===== src/hdl/trcn_pkg.sv =====
// -----------------------------------------------------------------------------
// trcn_pkg
// Shared widths, constants and types of the torus rank locator.
// -----------------------------------------------------------------------------
`default_nettype none
package trcn_pkg;
  localparam int unsigned RankW   = 16;
  localparam int unsigned ExtW    = 17;
  localparam int unsigned CfgIdxW = 2;
  localparam int unsigned Dims    = 3;
  localparam int unsigned MaxRanks = 65536;
  localparam int unsigned Stages  = RankW + 2;

  localparam logic [CfgIdxW-1:0] CfgExtX = 2'd0;
  localparam logic [CfgIdxW-1:0] CfgExtY = 2'd1;
  localparam logic [CfgIdxW-1:0] CfgExtZ = 2'd2;

  // One item in flight in the divider chain.
  typedef struct packed {
    logic             vld;
    logic             oor;
    logic [RankW-1:0] rank;
    logic [RankW-1:0] rem;    // remainder field; the divider stages carry the running remainder
    logic [RankW-1:0] quo;    // quotient field; the divider stages build the quotient bits
    logic [RankW-1:0] cx;
    logic [RankW-1:0] cy;
    logic [RankW-1:0] cz;
  } item_t;
endpackage
`default_nettype wire


===== src/hdl/trcn_div_stage.sv =====
// -----------------------------------------------------------------------------
// trcn_div_stage
// One registered restoring-division step: one quotient bit per stage.
// -----------------------------------------------------------------------------
`default_nettype none
module trcn_div_stage (
  input  wire logic                       clk_i,
  input  wire logic                       rst_ni,
  input  wire logic [trcn_pkg::ExtW-1:0]  divisor_i,
  input  wire logic [trcn_pkg::RankW-1:0] dividend_i,
  input  wire logic [trcn_pkg::RankW-1:0] rem_i,
  input  wire logic [trcn_pkg::RankW-1:0] quo_i,
  input  wire logic [$clog2(trcn_pkg::RankW)-1:0] bit_i,
  output logic [trcn_pkg::RankW-1:0]      rem_o,
  output logic [trcn_pkg::RankW-1:0]      quo_o
);
  import trcn_pkg::*;
  logic [ExtW-1:0]  trial;
  logic             ge;
  logic [RankW-1:0] rem_d, rem_q, quo_d, quo_q;

  always_comb begin
    trial = {rem_i, dividend_i[bit_i]};
    ge    = trial >= divisor_i;
    rem_d = ge ? RankW'(trial - divisor_i) : trial[RankW-1:0];
    quo_d = quo_i;
    quo_d[bit_i] = ge;
  end

  always_ff @(posedge clk_i or negedge rst_ni) begin
    if (!rst_ni) begin
      rem_q <= '0;
      quo_q <= '0;
    end else begin
      rem_q <= rem_d;
      quo_q <= quo_d;
    end
  end
  assign rem_o = rem_q;
  assign quo_o = quo_q;
endmodule
`default_nettype wire


===== src/hdl/trcn_divider.sv =====
// -----------------------------------------------------------------------------
// trcn_divider
// Pipelined 16-bit by 17-bit divider with sideband, RankW+1 stages deep.
// -----------------------------------------------------------------------------
`default_nettype none
module trcn_divider (
  input  wire logic                       clk_i,
  input  wire logic                       rst_ni,
  input  wire logic [trcn_pkg::ExtW-1:0]  divisor_i,
  input  wire trcn_pkg::item_t            item_i,
  input  wire logic [trcn_pkg::RankW-1:0] dividend_i,
  output trcn_pkg::item_t                 item_o,
  output logic [trcn_pkg::RankW-1:0]      quo_o,
  output logic [trcn_pkg::RankW-1:0]      rem_o
);
  import trcn_pkg::*;
  localparam int unsigned BitW = $clog2(RankW);
  item_t            side_q [RankW+1];
  logic [RankW-1:0] dvd_q  [RankW];
  logic [RankW-1:0] rem_w  [RankW+1];
  logic [RankW-1:0] quo_w  [RankW+1];

  assign rem_w[0] = '0;
  assign quo_w[0] = '0;

  // Unpiped divisor: user keeps it static with items in flight; unchecked
  always_ff @(posedge clk_i or negedge rst_ni) begin
    if (!rst_ni) begin
      for (int i = 0; i <= RankW; i++) side_q[i].vld <= 1'b0;
    end else begin
      side_q[0] <= item_i;
      for (int i = 1; i <= RankW; i++) side_q[i] <= side_q[i-1];
    end
  end
  always_ff @(posedge clk_i) begin
    dvd_q[0] <= dividend_i;
    for (int i = 1; i < RankW; i++) dvd_q[i] <= dvd_q[i-1];
  end

  for (genvar g = 0; g < RankW; g++) begin : g_step
    trcn_div_stage u_stage (
      .clk_i, .rst_ni, .divisor_i,
      .dividend_i (dvd_q[g]),
      .rem_i      (rem_w[g]),
      .quo_i      (quo_w[g]),
      .bit_i      (BitW'(RankW-1-g)),
      .rem_o      (rem_w[g+1]),
      .quo_o      (quo_w[g+1])
    );
  end

  // Sideband lags by one extra register to line up with the step outputs.
  assign item_o = side_q[RankW];
  assign quo_o  = quo_w[RankW];
  assign rem_o  = rem_w[RankW];
endmodule
`default_nettype wire


===== config.mk =====
export PLATFORM = sky130hd
export DESIGN_NAME = trcn_divider
export DESIGN_NICKNAME = d
export VERILOG_FILES = /design/src/hdl/trcn_pkg.sv /design/src/hdl/trcn_div_stage.sv /design/src/hdl/trcn_divider.sv
export SDC_FILE = /design/constraint.sdc
export NUM_CORES = 2
export LEC_CHECK = 0
export BUFFER_PORTS_ARGS = -buffer_cell sky130_fd_sc_hd__buf_2
export CAP_MARGIN = 20
export CELL_PAD_IN_SITES_DETAIL_PLACEMENT = 0
export CELL_PAD_IN_SITES_GLOBAL_PLACEMENT = 1
export CORE_MARGIN = 2
export CORE_UTILIZATION = 38
export DETAILED_ROUTE_END_ITERATION = 10
export HOLD_SLACK_MARGIN = 0.12
export PLACE_DENSITY_LB_ADDON = 0.1
export SLEW_MARGIN = 20
export SYNTH_ARGS = -nofsm -noshare
export SYNTH_HDL_FRONTEND = slang
export SYNTH_SLANG_ARGS = --single-unit

===== constraint.sdc =====
create_clock -name clk_i -period 3.4 [get_ports clk_i]
set_input_delay 0.17 -clock clk_i [delete_from_list [all_inputs] [get_ports clk_i]]
set_output_delay 0.17 -clock clk_i [all_outputs]
set_load 0.01 [all_outputs]

==> results list <==
- Worst voltage drop across the vdd grid: 555 uV
- Number of warnings printed during yosys synthesis: 0
* Syn_area_per_cell: 18.4 um2
- Portion of the clock cycle consumed by the worst path in the final layout: 90.8%
- Deepest level of the CTS H-tree: 4
- After the last flow step, the layout net total stands at 5366.
- The critical path is of the reg2reg type.
- The clock period could shrink to 3.09 ns.
* CP arrival: 3.83 ns
* Most common cell after layout, fill and taps aside: edfxtp_1
- Prior to clock tree synthesis, the placed netlist has a worst setup slack of 0.0333 ns.
* Number of placed I/O pins: 263
- The HPWL after detailed placement is 86000 um.
- Compared with the post-synthesis result, the final layout area differs by 20.3%.
* Max FO, Critical Path: 5
* Maximum clock rate: 324 MHz
- Most used flip-flop cell after synthesis: edfxtp_1
- The die is 454 um wide.
* Nature of the critical path endpoint: register
- The min-delay analysis places its worst path in the category in2reg.
- Ys async rst share: 18.6%
- Slack of the worst reg-to-reg path: 0.31 ns
* Setup TNS: 0 ns
- The count of nets left with antenna violations once routing finished came out at 0.
- The mapped netlist covers 76800 um2.
* GRT Util Overall: 13.1%
- Number of placement rows: 164
- Power per Cell Area: 645 nW/um2
- Antenna violations before repair: 6
- In this run the tightest slew margin relative to its limit is 43.7%.
- Routed WL per cell: 17.3 um
- Post-CTS setup buffer count: 0
- Fraction of the yosys area taken by sequential cells: 81.4%
- Combined area of the multi-input logic cells: 13100 um2
- Startpoint of the most critical register-to-register path: g_step[3].u_stage.rem_o[1]
- Final-layout fill cell count: 17400
* P_leak: 0.0363 uW
* Vertical die dimension: 454 um
* Cells after Synth: 4166
* Global-route wire length before repair: 208000 um
- Once the floorplan was initialized, standard cells occupied 38.3% of the core.
- For the worst setup path, the data required time is 4.15 ns.
- The library cells used most frequently in the layout, excluding fill and tap cells, are edfxtp_1 (1649), dfrtp_1 (409), buf_2 (261).
- The worst register-to-register path ends at g_step[4].u_stage.rem_o[14].
- Post-layout utilization of the core: 46.1%
- Counting the buffers created by CTS gives 225.
- Setup violations remaining at the end of the flow were counted as 0.
- Vias in the first global route: 36100
* PnR worst setup slack: 0.313 ns
- Entering global routing, the biggest net connects 117 pins.
* Hold Startpoint: divisor_i[6]
- The worst hold path terminates at g_step[2].u_stage.rem_o[6].
* Via-to-Cell Ratio: 4.57
* Count of flip-flops with a built-in enable after synthesis: 1649
* DRC violations left: 0
* Hold Path Cell Cnt: 5
- Reported max-cap violation count: 0
* Initial DRC Count: 2435
- STA classifies the critical path startpoint as a register.
- After clock tree synthesis, the clock-pin slew on the worst setup and hold paths is 0.06 ns.
* Source-to-sink clock delay at the later pin of the worst-skew pair: 0.86 ns
- Across all layers, the routed design uses 35700 vias.
- Across the whole layout, storage elements account for 62500 um2.
* First-pass iteration count of the detailed router: 5
- RSZ-0062 raised after global routing: no
- Mapped Nets: 4571
- Buffer cell driving the clock tree root: clkbuf_16
* FF+latch count, synth: 2194
- CTS saw 2194 sinks.
- Final Max Tran Viols: 0
* Area enclosed by the die boundary: 206000 um2
- In the final layout, the share of cells above drive strength 1 is 16.4%.
- Buffers placed on the I/O ports in this run total 262.
- For this block, the routed nets add up to 136000 um of wire.
- The run finished with clean final reports.
- The final-report hold violation count was 0.
* Worst hold slack across all endpoints: 0.242 ns
- The number of cells on the worst reg-to-reg path is 10.
- For the final database, setup skew stands at 0.0759 ns.
- At the pin with the least slew margin, the transition time is 0.845 ns.
- Routability cong.: 0.778
- TritonCTS built the clock tree.
- For this run the aggregate overflow at the end of global routing stands at 0.
* Area of the core region: 200000 um2
- Synth cell types: 78
* Buffers from clock root to sink, at most: 3
==> Yosys cell counts (12+ instances only) <==
cell type	number	area, um2
edfxtp_1	1649	49500
dfrtp_1	409	10200
ha_1	257	3220
nor2_1	185	694
a21oi_1	181	906
dfxtp_1	136	2720
nand2_1	116	435
xnor2_1	114	998
buf_4	100	751
inv_1	86	323
o21ai_0	83	415
mux2_1	81	912
a21o_1	79	593
xor2_1	63	552
o21ai_1	56	280
nand2b_1	40	250
nor3_1	40	200
nor2b_1	38	238
nand3_1	36	180
o21a_1	36	270
mux2_2	34	383
nand4_1	33	206
a31oi_1	25	156
clkbuf_1	25	93.8
o31ai_1	20	150
and3_1	15	93.8
fa_1	15	300
o21bai_1	15	113
o211ai_1	14	105
a21boi_1	12	90.1
nor4_1	12	75.1
==> where the power goes <==
| part | switching [uW] | internal [uW] | leakage (uW) |
|---|---|---|---|
| Combinational | 2580 | 1950 | 0.0101 |
| Clock | 10200 | 13700 | 0.00357 |
| Sequential | 541 | 30600 | 0.0226 |
==> metrics by stage <==
stage	power (uW)	instances	area, um2
after floorplan	34000	4166	76800
after global placement	36100	7147	82600
after detailed placement	36200	7147	82600
after CTS	60800	7816	92400
after global routing	62400	7818	92400
final	59600	7818	92400
==> final cells by class <==
type,instances,share of cell area [%]
sequential,2194,67.6
multi-input combinational,1749,14.2
clock inverter,115,1.19
inverter,93,0.378
timing repair buffer,698,6.22
clock buffer,311,6.79
tap,2656,3.60
antenna,2,0.00542
==> flip-flops by register name (all words and copies together), names as in the netlist <==
register              cells
g_step.u_stage.quo_o    136
g_step.u_stage.rem_o    256
item_o                   98
side_q                 1568
dvd_q                   136
==> worst max-delay path, stage by stage (launching register included) <==
cell	delay [ns]
dfrtp_1	0.40
ha_1	0.37
nor2b_4	0.16
o31a_1	0.25
or2_1	0.24
a31o_1	0.24
a211o_1	0.28
a21o_1	0.18
a21o_1	0.20
or4b_4	0.51
a41oi_2	0.18
==> worst max path at each step <==
stage          cells past startpoint                          end                       start
2_1_floorplan                     12  g_step[2].u_stage.rem_o[14]                divisor_i[1]
3_3_place_gp                      12  g_step[4].u_stage.rem_o[14]                divisor_i[1]
3_5_place_dp                      12  g_step[4].u_stage.rem_o[14]                divisor_i[1]
4_1_cts                           10  g_step[4].u_stage.rem_o[14]  g_step[3].u_stage.rem_o[1]
5_1_grt                           10  g_step[3].u_stage.rem_o[14]  g_step[2].u_stage.rem_o[1]
6_report                          10  g_step[4].u_stage.rem_o[14]  g_step[3].u_stage.rem_o[1]
==> cell families (layout without fill, tap and decap cells) <==
group | after synthesis | in the layout | synth area share, %
buf+inv | 223 | 1217 | 1.59
flops | 2194 | 2194 | 81.4
xor+xnor | 177 | 177 | 2.02
mux | 126 | 126 | 1.83
simple gates | 564 | 564 | 3.56
compound gates | 610 | 610 | 5.05
other cells | 0 | 2 | 0
fa+ha+maj | 272 | 272 | 4.58
==> per-layer routing <==
layer / vias up / routed length, um / track usage, %
li1: 17300 / - / -
met1: 17600 / 58700 / 16.7
met4: 0 / 3390 / 4.20
met3: 243 / 5360 / 2.80
met2: 554 / 68200 / 22.5
met5: - / 0 / 0
==> what timing repair did <==
| item | 4_1_cts | 5_1_grt |
|---|---|---|
| hold endpoints to repair | 782 | 0 |
| hold buffers | 243 | 0 |
| setup endpoints to repair | 0 | 2 |
| resized for setup | 0 | 1 |
No activity file was read; power rests on OpenSTA's default activity.
